<file path="config.mk">
export PLATFORM = sky130hd
export DESIGN_NAME = exclusive_peak_slot_fade_envelope_top_flat
export DESIGN_NICKNAME = d
export VERILOG_FILES = /design/src/rtl/core/epsfe_pkg.sv /design/src/rtl/core/epsfe_req_if.sv /design/src/rtl/core/epsfe_rsp_if.sv /design/src/rtl/core/epsfe_div.sv /design/src/rtl/core/exclusive_peak_slot_fade_envelope_top.sv /design/src/flat_wrapper.sv
export SDC_FILE = /design/constraint.sdc
export NUM_CORES = 1
export LEC_CHECK = 0
export BUFFER_PORTS_ARGS = -buffer_cell sky130_fd_sc_hd__buf_2
export CAP_MARGIN = 5
export CELL_PAD_IN_SITES_DETAIL_PLACEMENT = 1
export CELL_PAD_IN_SITES_GLOBAL_PLACEMENT = 1
export CORE_MARGIN = 2
export CORE_UTILIZATION = 30
export DETAILED_ROUTE_END_ITERATION = 8
export PLACE_DENSITY = 0.62
export SETUP_SLACK_MARGIN = 0.05
export SYNTH_ARGS = -nofsm -noshare
export SYNTH_HDL_FRONTEND = slang
export SYNTH_SLANG_ARGS = --single-unit
</file>
<file path="constraint.sdc">
create_clock -name clock -period 8.6 [get_ports clock]
set_input_delay 1.72 -clock clock [delete_from_list [all_inputs] [get_ports clock]]
set_output_delay 1.72 -clock clock [all_outputs]
set_load 0.03 [all_outputs]
</file>
<file path="src/rtl/core/epsfe_pkg.sv">
package epsfe_pkg;

   localparam int NUM_CODES   = 8;
   localparam int CODE_W      = 3;
   localparam int MS_W        = 16;
   localparam int MASK_W      = 8;
   localparam int LEVEL_W     = 16;
   localparam int QUOT_W      = 15;
   localparam int ELAPSED_W   = MS_W + 1;
   localparam int CSR_INDEX_W = 2;
   localparam int CSR_DATA_W  = 16;

   localparam logic [LEVEL_W-1:0] FULL_SCALE = LEVEL_W'(1) << QUOT_W;

   localparam logic [MS_W-1:0]   HOLD_MS_RESET    = 16'd2000;
   localparam logic [MS_W-1:0]   FADE_MS_RESET    = 16'd300;
   localparam logic [CODE_W-1:0] SLEEP_CODE_RESET = 3'd1;
   localparam logic [MASK_W-1:0] EYE_MASK_RESET   = 8'd28;

   typedef enum logic [CSR_INDEX_W-1:0] {
      CSR_HOLD_MS    = 2'd0,
      CSR_FADE_MS    = 2'd1,
      CSR_SLEEP_CODE = 2'd2,
      CSR_EYE_MASK   = 2'd3
   } csr_index_type;

   localparam logic [CODE_W-1:0] CODE_NONE = '0;

endpackage

</file>
<file path="src/rtl/core/epsfe_req_if.sv">
interface epsfe_req_if;
   import epsfe_pkg::*;

   logic              valid;
   logic              ready;
   logic              mode;
   logic [MS_W-1:0]   tick_ms;
   logic [CODE_W-1:0] request_code;

   modport source (output valid, output mode, output tick_ms, output request_code,
                   input ready);
   modport sink (input valid, input mode, input tick_ms, input request_code,
                 output ready);
endinterface

</file>
<file path="src/rtl/core/epsfe_rsp_if.sv">
interface epsfe_rsp_if;
   import epsfe_pkg::*;

   logic               valid;
   logic               ready;
   logic [CODE_W-1:0]  active_code;
   logic [LEVEL_W-1:0] fade_level;
   logic               blink_pause;

   modport source (output valid, output active_code, output fade_level,
                   output blink_pause, input ready);
   modport sink (input valid, input active_code, input fade_level, input blink_pause,
                 output ready);
endinterface

</file>
<file path="src/rtl/core/epsfe_div.sv">
module epsfe_div (
   input  logic                          clock,
   input  logic                          reset,
   input  logic                          start,
   input  logic [epsfe_pkg::MS_W-1:0]    num,
   input  logic [epsfe_pkg::MS_W-1:0]    den,
   output logic                          done,
   output logic [epsfe_pkg::QUOT_W-1:0]  quot
);
   import epsfe_pkg::*;

   localparam int CNT_W = $clog2(QUOT_W + 1);

   logic              busy_ff, busy_in;
   logic              done_ff, done_in;
   logic [CNT_W-1:0]  cnt_ff, cnt_in;
   logic [MS_W-1:0]   rem_ff, rem_in;
   logic [MS_W-1:0]   den_ff, den_in;
   logic [QUOT_W-1:0] quot_ff, quot_in;

   logic [MS_W:0] rem_sh;
   logic [MS_W:0] rem_sub;
   logic          ge;

   always_comb begin
      rem_sh  = {rem_ff, 1'b0};
      ge      = rem_sh >= {1'b0, den_ff};
      rem_sub = rem_sh - {1'b0, den_ff};
      busy_in = busy_ff;
      done_in = 1'b0;
      cnt_in  = cnt_ff;
      rem_in  = rem_ff;
      den_in  = den_ff;
      quot_in = quot_ff;
      if (start) begin
         busy_in = 1'b1;
         cnt_in  = CNT_W'(QUOT_W);
         rem_in  = num;
         den_in  = den;
         quot_in = '0;
      end else if (busy_ff) begin
         rem_in  = ge ? rem_sub[MS_W-1:0] : rem_sh[MS_W-1:0];
         quot_in = {quot_ff[QUOT_W-2:0], ge};
         cnt_in  = cnt_ff - CNT_W'(1);
         if (cnt_ff == CNT_W'(1)) begin
            busy_in = 1'b0;
            done_in = 1'b1;
         end
      end
   end

   always_ff @(posedge clock) begin
      if (reset) begin
         busy_ff <= 1'b0;
         done_ff <= 1'b0;
         cnt_ff  <= '0;
      end else begin
         busy_ff <= busy_in;
         done_ff <= done_in;
         cnt_ff  <= cnt_in;
      end
      rem_ff  <= rem_in;
      den_ff  <= den_in;
      quot_ff <= quot_in;
   end

   assign done = done_ff;
   assign quot = quot_ff;

endmodule

</file>
<file path="src/rtl/core/exclusive_peak_slot_fade_envelope_top.sv">
// Channel      Role    Signals                                   Transaction when
// req_chan     sink    mode, tick_ms, request_code               valid && ready
// rsp_chan     source  active_code, fade_level, blink_pause      valid && ready
// csr_*        write   csr_wr_en, csr_index, csr_wdata           csr_wr_en high
//
// A transaction without a fade ramp runs accept/update, classify and result;
// one with a ramp adds 15 steps of the shared restoring divider and the pickup
// of the quotient before the result. The divider computes one quotient bit per cycle.
// Synchronous reset empties the slot and loads the register defaults.
// The result waits in an output register; the next transaction is accepted
// meanwhile and holds at the result step until the previous one is taken.
module exclusive_peak_slot_fade_envelope_top (
   input  logic                               clock,
   input  logic                               reset,
   epsfe_req_if.sink                          req_chan,
   epsfe_rsp_if.source                        rsp_chan,
   input  logic                               csr_wr_en,
   input  logic [epsfe_pkg::CSR_INDEX_W-1:0]  csr_index,
   input  logic [epsfe_pkg::CSR_DATA_W-1:0]   csr_wdata
);
   import epsfe_pkg::*;

   typedef enum logic [1:0] {
      ST_IDLE,
      ST_PREP,
      ST_DIV,
      ST_DONE
   } state_type;

   state_type          state_ff, state_in;
   logic [CODE_W-1:0]  slot_ff, slot_in;
   logic [ELAPSED_W-1:0] elapsed_ff, elapsed_in;
   logic               down_ff, down_in;
   logic [LEVEL_W-1:0] level_ff, level_in;
   logic [MS_W-1:0]    hold_ff, hold_in;
   logic [MS_W-1:0]    fade_ff, fade_in;
   logic [CODE_W-1:0]  sleep_ff, sleep_in;
   logic [MASK_W-1:0]  mask_ff, mask_in;
   logic               rsp_valid_ff, rsp_valid_in;
   logic [CODE_W-1:0]  rsp_code_ff, rsp_code_in;
   logic [LEVEL_W-1:0] rsp_level_ff, rsp_level_in;
   logic               rsp_pause_ff, rsp_pause_in;

   logic                 div_start;
   logic [MS_W-1:0]      div_num;
   logic                 div_done;
   logic [QUOT_W-1:0]    div_quot;
   logic                 accept;
   logic [CODE_W-1:0]    req_code;
   logic [ELAPSED_W:0]   sum;
   logic [ELAPSED_W-1:0] e_adv;
   logic [ELAPSED_W-1:0] down_start;
   logic [ELAPSED_W-1:0] d_val;
   logic                 hold_ge_fade;

   epsfe_div u_div (
      .clock (clock),
      .reset (reset),
      .start (div_start),
      .num   (div_num),
      .den   (fade_ff),
      .done  (div_done),
      .quot  (div_quot)
   );

   assign req_chan.ready = (state_ff == ST_IDLE);
   assign accept         = req_chan.valid && req_chan.ready;

   always_comb begin
      req_code     = (int'(req_chan.request_code) < NUM_CODES) ?
                     req_chan.request_code : CODE_NONE;
      sum          = {1'b0, elapsed_ff} + (ELAPSED_W + 1)'(req_chan.tick_ms);
      e_adv        = sum[ELAPSED_W] ? '1 : sum[ELAPSED_W-1:0];
      hold_ge_fade = hold_ff >= fade_ff;
      down_start   = ELAPSED_W'(hold_ff) - ELAPSED_W'(fade_ff);
      d_val        = elapsed_ff - down_start;

      state_in     = state_ff;
      slot_in      = slot_ff;
      elapsed_in   = elapsed_ff;
      down_in      = down_ff;
      level_in     = level_ff;
      hold_in      = hold_ff;
      fade_in      = fade_ff;
      sleep_in     = sleep_ff;
      mask_in      = mask_ff;
      rsp_valid_in = rsp_valid_ff && !rsp_chan.ready;
      rsp_code_in  = rsp_code_ff;
      rsp_level_in = rsp_level_ff;
      rsp_pause_in = rsp_pause_ff;
      div_start    = 1'b0;
      div_num      = elapsed_ff[MS_W-1:0];

      if (csr_wr_en) begin
         unique case (csr_index_type'(csr_index))
            CSR_HOLD_MS:    hold_in  = csr_wdata[MS_W-1:0];
            CSR_FADE_MS:    fade_in  = csr_wdata[MS_W-1:0];
            CSR_SLEEP_CODE: sleep_in = csr_wdata[CODE_W-1:0];
            CSR_EYE_MASK:   mask_in  = csr_wdata[MASK_W-1:0];
            default: ;
         endcase
      end

      unique case (state_ff)
         ST_IDLE: begin
            if (accept) begin
               state_in = ST_PREP;
               if (req_chan.mode) begin
                  slot_in = CODE_NONE;
               end else begin
                  elapsed_in = e_adv;
                  if (slot_ff == CODE_NONE) begin
                     if (req_code != CODE_NONE) begin
                        slot_in    = req_code;
                        elapsed_in = '0;
                     end
                  end else if (slot_ff == sleep_ff) begin
                     if (req_code != sleep_ff) begin
                        slot_in = CODE_NONE;
                     end
                  end else if (e_adv >= ELAPSED_W'(hold_ff)) begin
                     slot_in = CODE_NONE;
                  end
               end
            end
         end
         ST_PREP: begin
            state_in = ST_DONE;
            down_in  = 1'b0;
            if (slot_ff == CODE_NONE) begin
               level_in = '0;
            end else if (slot_ff == sleep_ff) begin
               level_in = FULL_SCALE;
            end else if (elapsed_ff < ELAPSED_W'(fade_ff)) begin
               div_start = 1'b1;
               div_num   = elapsed_ff[MS_W-1:0];
               state_in  = ST_DIV;
            end else if (hold_ge_fade && elapsed_ff >= down_start) begin
               if (d_val >= ELAPSED_W'(fade_ff)) begin
                  level_in = '0;
               end else begin
                  div_start = 1'b1;
                  div_num   = d_val[MS_W-1:0];
                  down_in   = 1'b1;
                  state_in  = ST_DIV;
               end
            end else begin
               level_in = FULL_SCALE;
            end
         end
         ST_DIV: begin
            if (div_done) begin
               level_in = down_ff ? FULL_SCALE - LEVEL_W'(div_quot) : LEVEL_W'(div_quot);
               state_in = ST_DONE;
            end
         end
         ST_DONE: begin
            if (!rsp_valid_ff || rsp_chan.ready) begin
               rsp_valid_in = 1'b1;
               rsp_code_in  = slot_ff;
               rsp_level_in = level_ff;
               rsp_pause_in = (slot_ff != CODE_NONE) && mask_ff[slot_ff];
               state_in     = ST_IDLE;
            end
         end
         default: state_in = ST_IDLE;
      endcase
   end

   always_ff @(posedge clock) begin
      if (reset) begin
         state_ff     <= ST_IDLE;
         slot_ff      <= CODE_NONE;
         hold_ff      <= HOLD_MS_RESET;
         fade_ff      <= FADE_MS_RESET;
         sleep_ff     <= SLEEP_CODE_RESET;
         mask_ff      <= EYE_MASK_RESET;
         rsp_valid_ff <= 1'b0;
         elapsed_ff   <= '0;
      end else begin
         state_ff     <= state_in;
         slot_ff      <= slot_in;
         hold_ff      <= hold_in;
         fade_ff      <= fade_in;
         sleep_ff     <= sleep_in;
         mask_ff      <= mask_in;
         rsp_valid_ff <= rsp_valid_in;
         elapsed_ff   <= elapsed_in;
      end
      down_ff      <= down_in;
      level_ff     <= level_in;
      rsp_code_ff  <= rsp_code_in;
      rsp_level_ff <= rsp_level_in;
      rsp_pause_ff <= rsp_pause_in;
   end

   assign rsp_chan.valid       = rsp_valid_ff;
   assign rsp_chan.active_code = rsp_code_ff;
   assign rsp_chan.fade_level  = rsp_level_ff;
   assign rsp_chan.blink_pause = rsp_pause_ff;

`ifndef SYNTH
   a_accept_to_prep: assert property (@(posedge clock) disable iff (reset)
      accept |=> state_ff == ST_PREP)
      else $error("transaction not followed by classify step");

   a_level_in_range: assert property (@(posedge clock) disable iff (reset)
      rsp_valid_ff |-> rsp_level_ff <= FULL_SCALE)
      else $error("fade level above full scale");

   a_empty_result: assert property (@(posedge clock) disable iff (reset)
      rsp_valid_ff && rsp_code_ff == CODE_NONE |-> rsp_level_ff == '0 && !rsp_pause_ff)
      else $error("empty slot reports nonzero level or pause");

   a_div_only_in_div: assert property (@(posedge clock) disable iff (reset)
      div_done |-> state_ff == ST_DIV)
      else $error("divider finished outside divide step");
`endif

endmodule

</file>
<file path="src/flat_wrapper.sv">
// flat-port wrapper written by rule: the top's interface ports become plain ports
module exclusive_peak_slot_fade_envelope_top_flat import epsfe_pkg::*;
  (clock, reset, csr_wr_en, csr_index, csr_wdata, req_chan_valid, req_chan_mode, req_chan_tick_ms, req_chan_request_code, req_chan_ready, rsp_chan_valid, rsp_chan_active_code, rsp_chan_fade_level, rsp_chan_blink_pause, rsp_chan_ready);
  epsfe_req_if req_chan_i ();
  epsfe_rsp_if rsp_chan_i ();
  input  logic clock;
  input  logic reset;
  input  logic csr_wr_en;
  input  logic [epsfe_pkg::CSR_INDEX_W-1:0] csr_index;
  input  logic [epsfe_pkg::CSR_DATA_W-1:0] csr_wdata;
  input wire logic [$bits(req_chan_i.valid)-1:0] req_chan_valid;
  input wire logic [$bits(req_chan_i.mode)-1:0] req_chan_mode;
  input wire logic [$bits(req_chan_i.tick_ms)-1:0] req_chan_tick_ms;
  input wire logic [$bits(req_chan_i.request_code)-1:0] req_chan_request_code;
  output wire logic [$bits(req_chan_i.ready)-1:0] req_chan_ready;
  output wire logic [$bits(rsp_chan_i.valid)-1:0] rsp_chan_valid;
  output wire logic [$bits(rsp_chan_i.active_code)-1:0] rsp_chan_active_code;
  output wire logic [$bits(rsp_chan_i.fade_level)-1:0] rsp_chan_fade_level;
  output wire logic [$bits(rsp_chan_i.blink_pause)-1:0] rsp_chan_blink_pause;
  input wire logic [$bits(rsp_chan_i.ready)-1:0] rsp_chan_ready;
  assign req_chan_i.valid = req_chan_valid;
  assign req_chan_i.mode = req_chan_mode;
  assign req_chan_i.tick_ms = req_chan_tick_ms;
  assign req_chan_i.request_code = req_chan_request_code;
  assign req_chan_ready = req_chan_i.ready;
  assign rsp_chan_valid = rsp_chan_i.valid;
  assign rsp_chan_active_code = rsp_chan_i.active_code;
  assign rsp_chan_fade_level = rsp_chan_i.fade_level;
  assign rsp_chan_blink_pause = rsp_chan_i.blink_pause;
  assign rsp_chan_i.ready = rsp_chan_ready;
  exclusive_peak_slot_fade_envelope_top u_core (.clock(clock), .reset(reset), .req_chan(req_chan_i), .rsp_chan(rsp_chan_i), .csr_wr_en(csr_wr_en), .csr_index(csr_index), .csr_wdata(csr_wdata));
endmodule
</file>
==> flow_summary.yaml, run 1 <==
power:
  power_switching_w: 0.000872
  vdd.ir_drop.worst_mv: 0.149
  power.share.switching: 0.356
  p_clk_frac: 0.302
  internal-power_w: 0.00157
  sequentialPowerShare: 0.383
  final_total_power_w: 0.00245
  total_leakage_power_nw: 4.93
  power-per-cell-area_mw_per_mm2: 204
  part_of_the_power_in_combinational_logic: 0.315
final_layout:
  n_antenna_cell: 0
  finish.net_count: 1396
  final_core_util: 0.346
  area_overhead_of_the_layout_relative_to_synthesis_pct: 13.0
  drive_gt1_frac: 0.109
floorplanning:
  dieArea_mm2: 0.0369
  core.rowCount: 68
  dieHeight_um: 192
  start_util: 0.306
  fp.coreArea_mm2: 0.0347
  chipWidth_um: 192
  ioPinCount: 65
sta:
  timing_max_transition_violations_final: 0
  fmax_mhz: 143
  slew_headroom: 0.191
  rsz0062_at_grt: "no"
  fin_skew_ps: 9.72
  final.hold.worst_slack_ps: 421
  final_min_period_over_clock_period: 0.814
  worstMarginPinSlew_ps: 1210
  finalHoldViolCount: 0
  setup-violations-final: 0
  period_minus_slack_ps: 7000
  timing.setup.tns_ps: 0
placement:
  io_buffer_count: 64
  hpwlAfterDp_um: 25000
  place.gp.congestion: 0.849
critical_path:
  crit_path_max_incr_delay_ps: 720
  crit_start: "u_core.fade_ff[2]"
  worst_setup_path_end_kind: "flip-flop"
  worst_r2r_startpoint: "u_core.fade_ff[2]"
  critical_path_class: "flip-flop to flip-flop"
  r2r.worst_path.cells: 27
  cp_data_arrival_time_ps: 7190
  r2r_setup_slack_ps: 1600
  worstSetupStartpointType: "flip-flop"
  cp.required_ps: 8790
  crit_path_max_fanout: 25
  crit_end: "u_core.level_ff[4]"
  critical-path-slowest-cell: "sky130_fd_sc_hd__o21ai_4"
  crit-reg2reg-capture: "u_core.level_ff[4]"
global_route:
  grt-ovfl-total: 0
  track_usage: 0.176
  first_pass_grt_wire_length_um: 49900
  via_count_of_the_first_global_routing_pass: 9070
  grt_antenna_before_repair: 0
  grt_max_degree: 60
clocking:
  cts-htree-levels: 4
  cts_root_buffer: "sky130_fd_sc_hd__clkbuf_16"
  cts_inserted_buffers: 17
  clkTransAtPathRegs_ps: 70
  cts_tree: "yes"
  post_cts_buffers: 0
  cts.hold.buffers_added: 0
  clk_path_buf_depth: 2
  clk-insertion-delay-late_ps: 440
  cts.sinks: 155
  cts-resized-gates: 0
detailed_routing:
  drtIter0Drc: 361
  wl_per_cell_um: 18.2
  routed-via-count: 8691
  antenna_violating_nets_post_route: 0
  vias_per_cell: 5.12
  routed_wl_um: 31000
  detail_route.drc_violations: 0
  drt-pass1-iter-count: 4
run:
  drv.max_cap_violation_count: 0
logic_synthesis:
  postSynth.topFlopCell: "sky130_fd_sc_hd__dfxtp_1"
  synthesis.yosys.warnings: 0
  synthTopCellsByArea: "sky130_fd_sc_hd__edfxtp_1 20%, sky130_fd_sc_hd__dfxtp_1 16%, sky130_fd_sc_hd__ha_1 14%"
  syn-num-nets: 1341
  synth.yosys.seq_area_share: 0.357
  synth.distinct_cells: 72
  share_of_the_synthesized_area_in_the_top_cell_type: 0.195
  postSynth.asyncResetShare: 0
  synth.avg_cell_area_um2: 9.03
  netlist_area_mm2: 0.0106
  synth_top_area_cell: "sky130_fd_sc_hd__edfxtp_1"
  postSynthCellCount: 1176
  synth-edff-count: 69
  yosys_register_bits: 155
min_path:
  min_path_type: "flip-flop to flip-flop"
outcome:
  status: "finished clean"
[worst min path at each step]
stage / startpoint / to / depth (start not counted)
5_1_grt: u_core.level_ff[7] / u_core.rsp_chan.fade_level[7] / 0
3_5_place_dp: u_core.level_ff[12] / u_core.rsp_chan.fade_level[12] / 0
3_3_place_gp: u_core.level_ff[7] / u_core.rsp_chan.fade_level[7] / 0
2_1_floorplan: u_core.level_ff[0] / u_core.rsp_chan.fade_level[0] / 0
4_1_cts: u_core.level_ff[15] / u_core.rsp_chan.fade_level[15] / 0
6_report: u_core.level_ff[10] / u_core.rsp_chan.fade_level[10] / 0
[power groups by stage]
| stage | clock network, W | registers, W | logic [W] |
|---|---|---|---|
| finish | 0.000738 | 0.000938 | 0.000770 |
| global route | 0.000786 | 0.000949 | 0.000874 |
| CTS | 0.000760 | 0.000939 | 0.000779 |
| detailed placement | 0 | 0.000955 | 0.000771 |
| global placement | 0 | 0.000952 | 0.000757 |
| floorplan | 0 | 0.000943 | 0.000560 |
[per-layer routing]
metal	vias to the layer above	part of all wire	global-route usage
li1	4390	-	-
met1	4184	0.49	0.232
met2	101	0.48	0.303
met3	16	0.022	0.0269
met4	0	0.0080	0.0373
met5	-	0	0
[through the flow]
stage,std cells,setup WS [ps],area (um^2)
detailed placement,1667,1630,11400
global placement,1667,1850,11400
global route,1699,841,12000
finish,1699,1600,12000
floorplan,1176,2890,10600
CTS,1699,1600,12000
[kinds of logic after synthesis]
family | count (synthesis) | share of synthesized area
and+or+nand+nor | 351 | 0.156
AOI/OAI and AO/OA | 336 | 0.215
DFF | 155 | 0.357
adders and majority gates | 122 | 0.147
buffers and inverters | 116 | 0.0423
xor gates and xnor gates | 68 | 0.0561
muxes | 28 | 0.0277
[worst max-delay path, delay by kind of cell (launching register included)]
family / cells / cell delay (ps)
simple gates: 3 / 320
flops: 1 / 340
fa+ha+maj: 3 / 970
buf+inv: 3 / 640
compound gates: 16 / 4080
xor+xnor: 2 / 330
[layout by cell type, fill, tap and decap left out, types with 7 or more instances in the layout]
cell type / n
sky130_fd_sc_hd__nand2_1: 131
sky130_fd_sc_hd__ha_1: 118
sky130_fd_sc_hd__a21oi_1: 95
sky130_fd_sc_hd__dfxtp_1: 86
sky130_fd_sc_hd__nor2_1: 84
sky130_fd_sc_hd__inv_1: 79
sky130_fd_sc_hd__edfxtp_1: 69
sky130_fd_sc_hd__buf_2: 64
sky130_fd_sc_hd__o21ai_0: 63
sky130_fd_sc_hd__xnor2_1: 36
sky130_fd_sc_hd__xor2_1: 32
sky130_fd_sc_hd__mux2i_1: 26
sky130_fd_sc_hd__o21a_1: 25
sky130_fd_sc_hd__a21o_1: 23
sky130_fd_sc_hd__nor2b_1: 21
sky130_fd_sc_hd__clkbuf_16: 18
sky130_fd_sc_hd__nand3_1: 17
sky130_fd_sc_hd__a22o_1: 15
sky130_fd_sc_hd__nand4_1: 14
sky130_fd_sc_hd__nor3_1: 14
sky130_fd_sc_hd__nand2b_1: 14
sky130_fd_sc_hd__a211o_1: 12
sky130_fd_sc_hd__a211oi_1: 11
sky130_fd_sc_hd__o31a_1: 10
sky130_fd_sc_hd__nor4_1: 9
sky130_fd_sc_hd__a31oi_1: 9
sky130_fd_sc_hd__nand3b_1: 9
sky130_fd_sc_hd__buf_4: 9
sky130_fd_sc_hd__and3_1: 8
sky130_fd_sc_hd__or3_1: 7
sky130_fd_sc_hd__o221a_2: 7
[synth_stat cells (5+ instances only)]
cell type,count
sky130_fd_sc_hd__or2_2,5
sky130_fd_sc_hd__nand3_1,17
sky130_fd_sc_hd__and3_1,8
sky130_fd_sc_hd__o31a_1,10
sky130_fd_sc_hd__clkbuf_1,29
sky130_fd_sc_hd__a21oi_1,95
sky130_fd_sc_hd__a21o_1,23
sky130_fd_sc_hd__nor3_1,14
sky130_fd_sc_hd__a211oi_1,11
sky130_fd_sc_hd__nand2b_1,14
sky130_fd_sc_hd__dfxtp_1,86
sky130_fd_sc_hd__o211ai_1,6
sky130_fd_sc_hd__o221a_2,7
sky130_fd_sc_hd__nor4_1,9
sky130_fd_sc_hd__o21a_1,25
sky130_fd_sc_hd__xor2_1,32
sky130_fd_sc_hd__nor2b_1,22
sky130_fd_sc_hd__a211o_1,12
sky130_fd_sc_hd__nor2_1,84
sky130_fd_sc_hd__nand2_1,131
sky130_fd_sc_hd__buf_2,5
sky130_fd_sc_hd__o21bai_1,5
sky130_fd_sc_hd__o21ai_0,63
sky130_fd_sc_hd__o21ba_2,5
sky130_fd_sc_hd__o31ai_1,6
sky130_fd_sc_hd__ha_1,118
sky130_fd_sc_hd__a31oi_1,9
sky130_fd_sc_hd__inv_1,79
sky130_fd_sc_hd__nand3b_1,9
sky130_fd_sc_hd__a22o_1,15
sky130_fd_sc_hd__nand4_1,14
sky130_fd_sc_hd__or3_1,7
sky130_fd_sc_hd__edfxtp_1,69
sky130_fd_sc_hd__mux2i_1,26
sky130_fd_sc_hd__o221ai_1,5
sky130_fd_sc_hd__xnor2_1,36
[final cells by class]
class	instances	area, um^2
timing repair buffer	73	388
multi-input combinational	905	6390
inverter	79	297
fill	4107	22700
tap	455	569
clock inverter	12	103
sequential	155	3790
clock buffer	20	458
[sequential cells by signal (all words and copies together), names as in the netlist, 4 cells and up]
| name | count |
|---|---|
| u_core.mask_ff | 7 |
| u_core.elapsed_ff | 17 |
| u_core.u_div.quot | 15 |
| u_core.u_div.den_ff | 16 |
| u_core.u_div.cnt_ff | 4 |
| u_core.level_ff | 16 |
| u_core.rsp_chan.fade_level | 16 |
| u_core.hold_ff | 16 |
| u_core.fade_ff | 16 |
| u_core.u_div.rem_ff | 16 |
No activity file was read; power rests on OpenSTA's default activity.
==> run 2, diff against run 1 <==
==> constraint.sdc (replaced) <==
create_clock -name clock -period 7.2 [get_ports clock]
set_input_delay 1.44 -clock clock [delete_from_list [all_inputs] [get_ports clock]]
set_output_delay 1.44 -clock clock [all_outputs]
set_load 0.03 [all_outputs]
==> run 2 against run 1 <==
Net effect:
- cell count did not move
- fmax increased by 7.5%
- worst setup slack lost 910 ps
- non-clock buffer count unchanged
- critical endpoint is now u_core.level_ff[7]
- via count about the same
- register-to-register slack worse by 910 ps
- wire length is 0.29% higher
- sequential share of layout area shrank 0.19 points
- critical path type unchanged
- first-iteration DRC count grew 37%
==> flow_summary.yaml, run 2 (same netlist as run 1, synthesis figures left out) <==
power:
  internal-power_w: 0.00191
  p_clk_frac: 0.317
  total_leakage_power_nw: 4.96
  sequentialPowerShare: 0.373
  part_of_the_power_in_combinational_logic: 0.310
  power.share.switching: 0.363
  power-per-cell-area_mw_per_mm2: 249
  vdd.ir_drop.worst_mv: 0.177
  power_switching_w: 0.00109
  final_total_power_w: 0.00300
global_route:
  via_count_of_the_first_global_routing_pass: 9085
  grt_max_degree: 60
  track_usage: 0.176
  first_pass_grt_wire_length_um: 50000
  grt_antenna_before_repair: 0
  grt-ovfl-total: 0
min_path:
  min_path_type: "flip-flop to flip-flop"
sta:
  final.hold.worst_slack_ps: 422
  worstMarginPinSlew_ps: 1200
  period_minus_slack_ps: 6510
  fin_skew_ps: 11.4
  setup-violations-final: 0
  rsz0062_at_grt: "no"
  final_min_period_over_clock_period: 0.904
  fmax_mhz: 154
  timing.setup.tns_ps: 0
  finalHoldViolCount: 0
  timing_max_transition_violations_final: 0
  slew_headroom: 0.192
clocking:
  cts_root_buffer: "sky130_fd_sc_hd__clkbuf_16"
  cts.sinks: 155
  cts_inserted_buffers: 17
  clk-insertion-delay-late_ps: 450
  cts-htree-levels: 4
  cts_tree: "yes"
  clkTransAtPathRegs_ps: 70
  clk_path_buf_depth: 2
  post_cts_buffers: 0
critical_path:
  cp.required_ps: 7390
  cp_data_arrival_time_ps: 6700
  crit_path_max_fanout: 31
  worstSetupStartpointType: "flip-flop"
  crit_path_max_incr_delay_ps: 410
  critical_path_class: "flip-flop to flip-flop"
  worst_setup_path_end_kind: "flip-flop"
  r2r_setup_slack_ps: 690
  critical-path-slowest-cell: "sky130_fd_sc_hd__dfxtp_1"
detailed_routing:
  drt-pass1-iter-count: 7
  routed-via-count: 8692
  antenna_violating_nets_post_route: 0
  routed_wl_um: 31100
  wl_per_cell_um: 18.3
  detail_route.drc_violations: 0
  vias_per_cell: 5.12
  drtIter0Drc: 494
floorplanning:
  core.rowCount: 68
  fp.coreArea_mm2: 0.0347
  start_util: 0.306
  dieArea_mm2: 0.0369
  dieHeight_um: 192
  ioPinCount: 65
  chipWidth_um: 192
run:
  drv.max_cap_violation_count: 0
final_layout:
  area_overhead_of_the_layout_relative_to_synthesis_pct: 13.7
  top_register: "u_core.elapsed_ff"
  largest_register_ffs: 17
  layout_commonest_cell: "sky130_fd_sc_hd__nand2_1"
  finish.net_count: 1396
  most-common-layout-cells: "131 x sky130_fd_sc_hd__nand2_1, 118 x sky130_fd_sc_hd__ha_1, 95 x sky130_fd_sc_hd__a21oi_1"
  n_antenna_cell: 0
  drive_gt1_frac: 0.110
  final_core_util: 0.348
placement:
  io_buffer_count: 64
  hpwlAfterDp_um: 25000
  place.gp.congestion: 0.889
outcome:
  status: "finished clean"
## run 2: cell types whose count changed in the layout (fill, tap and decap cells not counted)
cell | before | now
sky130_fd_sc_hd__clkinv_8 | 0 | 4
sky130_fd_sc_hd__bufinv_16 | 0 | 1
sky130_fd_sc_hd__clkbuf_1 | 2 | 0
sky130_fd_sc_hd__inv_8 | 3 | 6
sky130_fd_sc_hd__o2111ai_2 | 1 | 0
sky130_fd_sc_hd__clkinv_2 | 1 | 0
sky130_fd_sc_hd__o2111ai_4 | 0 | 1
sky130_fd_sc_hd__inv_4 | 2 | 0
sky130_fd_sc_hd__clkinv_4 | 2 | 1
sky130_fd_sc_hd__clkbuf_16 | 18 | 17
sky130_fd_sc_hd__clkinvlp_4 | 1 | 0
## run 2: worst max-delay path, delay by kind of cell (launching register included)
family                   cells  cell delay [ps]
XOR/XNOR                     2              370
AND/OR/NAND/NOR              7             1020
buffers and inverters        3              700
adder cells (fa/ha/maj)      3             1010
flip-flops                   1              410
AO/OA/AOI/OAI               13             2730
## run 2: power groups by stage
stage | clock network [W] | registers (W) | logic, W
4_1_cts | 0.000974 | 0.00112 | 0.000935
5_1_grt | 0.00101 | 0.00113 | 0.00105
2_1_floorplan | 0 | 0.00113 | 0.000669
3_5_place_dp | 0 | 0.00114 | 0.000926
3_3_place_gp | 0 | 0.00114 | 0.000905
6_report | 0.000952 | 0.00112 | 0.000931
## run 2: routing by layer
layer	part of all wire	wire length, um	GRT usage	up-vias
met4	0.012	363	0.0464	0
met3	0.018	569	0.0227	20
met1	0.49	15200	0.231	4189
met5	0	0	0	-
li1	-	-	-	4394
met2	0.48	15000	0.302	89
## run 2: layout make-up
class / instances / area, um^2
sequential: 155 / 3790
fill: 4074 / 22600
multi-input combinational: 905 / 6410
tap: 455 / 569
inverter: 79 / 297
clock buffer: 17 / 425
timing repair buffer: 73 / 388
clock inverter: 15 / 198
## run 2: path summary, 6_finish.rpt
check / from / cells after the start / to
setup / recovery: u_core.fade_ff[1] / 28 / u_core.level_ff[7]
hold / removal: u_core.level_ff[11] / 0 / u_core.rsp_chan.fade_level[11]
setup reg to reg: u_core.fade_ff[1] / 28 / u_core.level_ff[7]
hold reg to reg: u_core.level_ff[11] / 0 / u_core.rsp_chan.fade_level[11]
## run 2: what timing repair did
item	CTS	global route
hold buffers	0	0
endpoints found under the setup margin	0	16
gates resized for setup	0	1
## run 2: per-stage QoR
step	area, um^2	instances	worst slack (ps)
after floorplan	10600	1176	1490
after global placement	11400	1667	874
after detailed placement	11400	1667	696
after CTS	12100	1699	671
after global routing	12100	1699	93.6
final	12100	1699	689
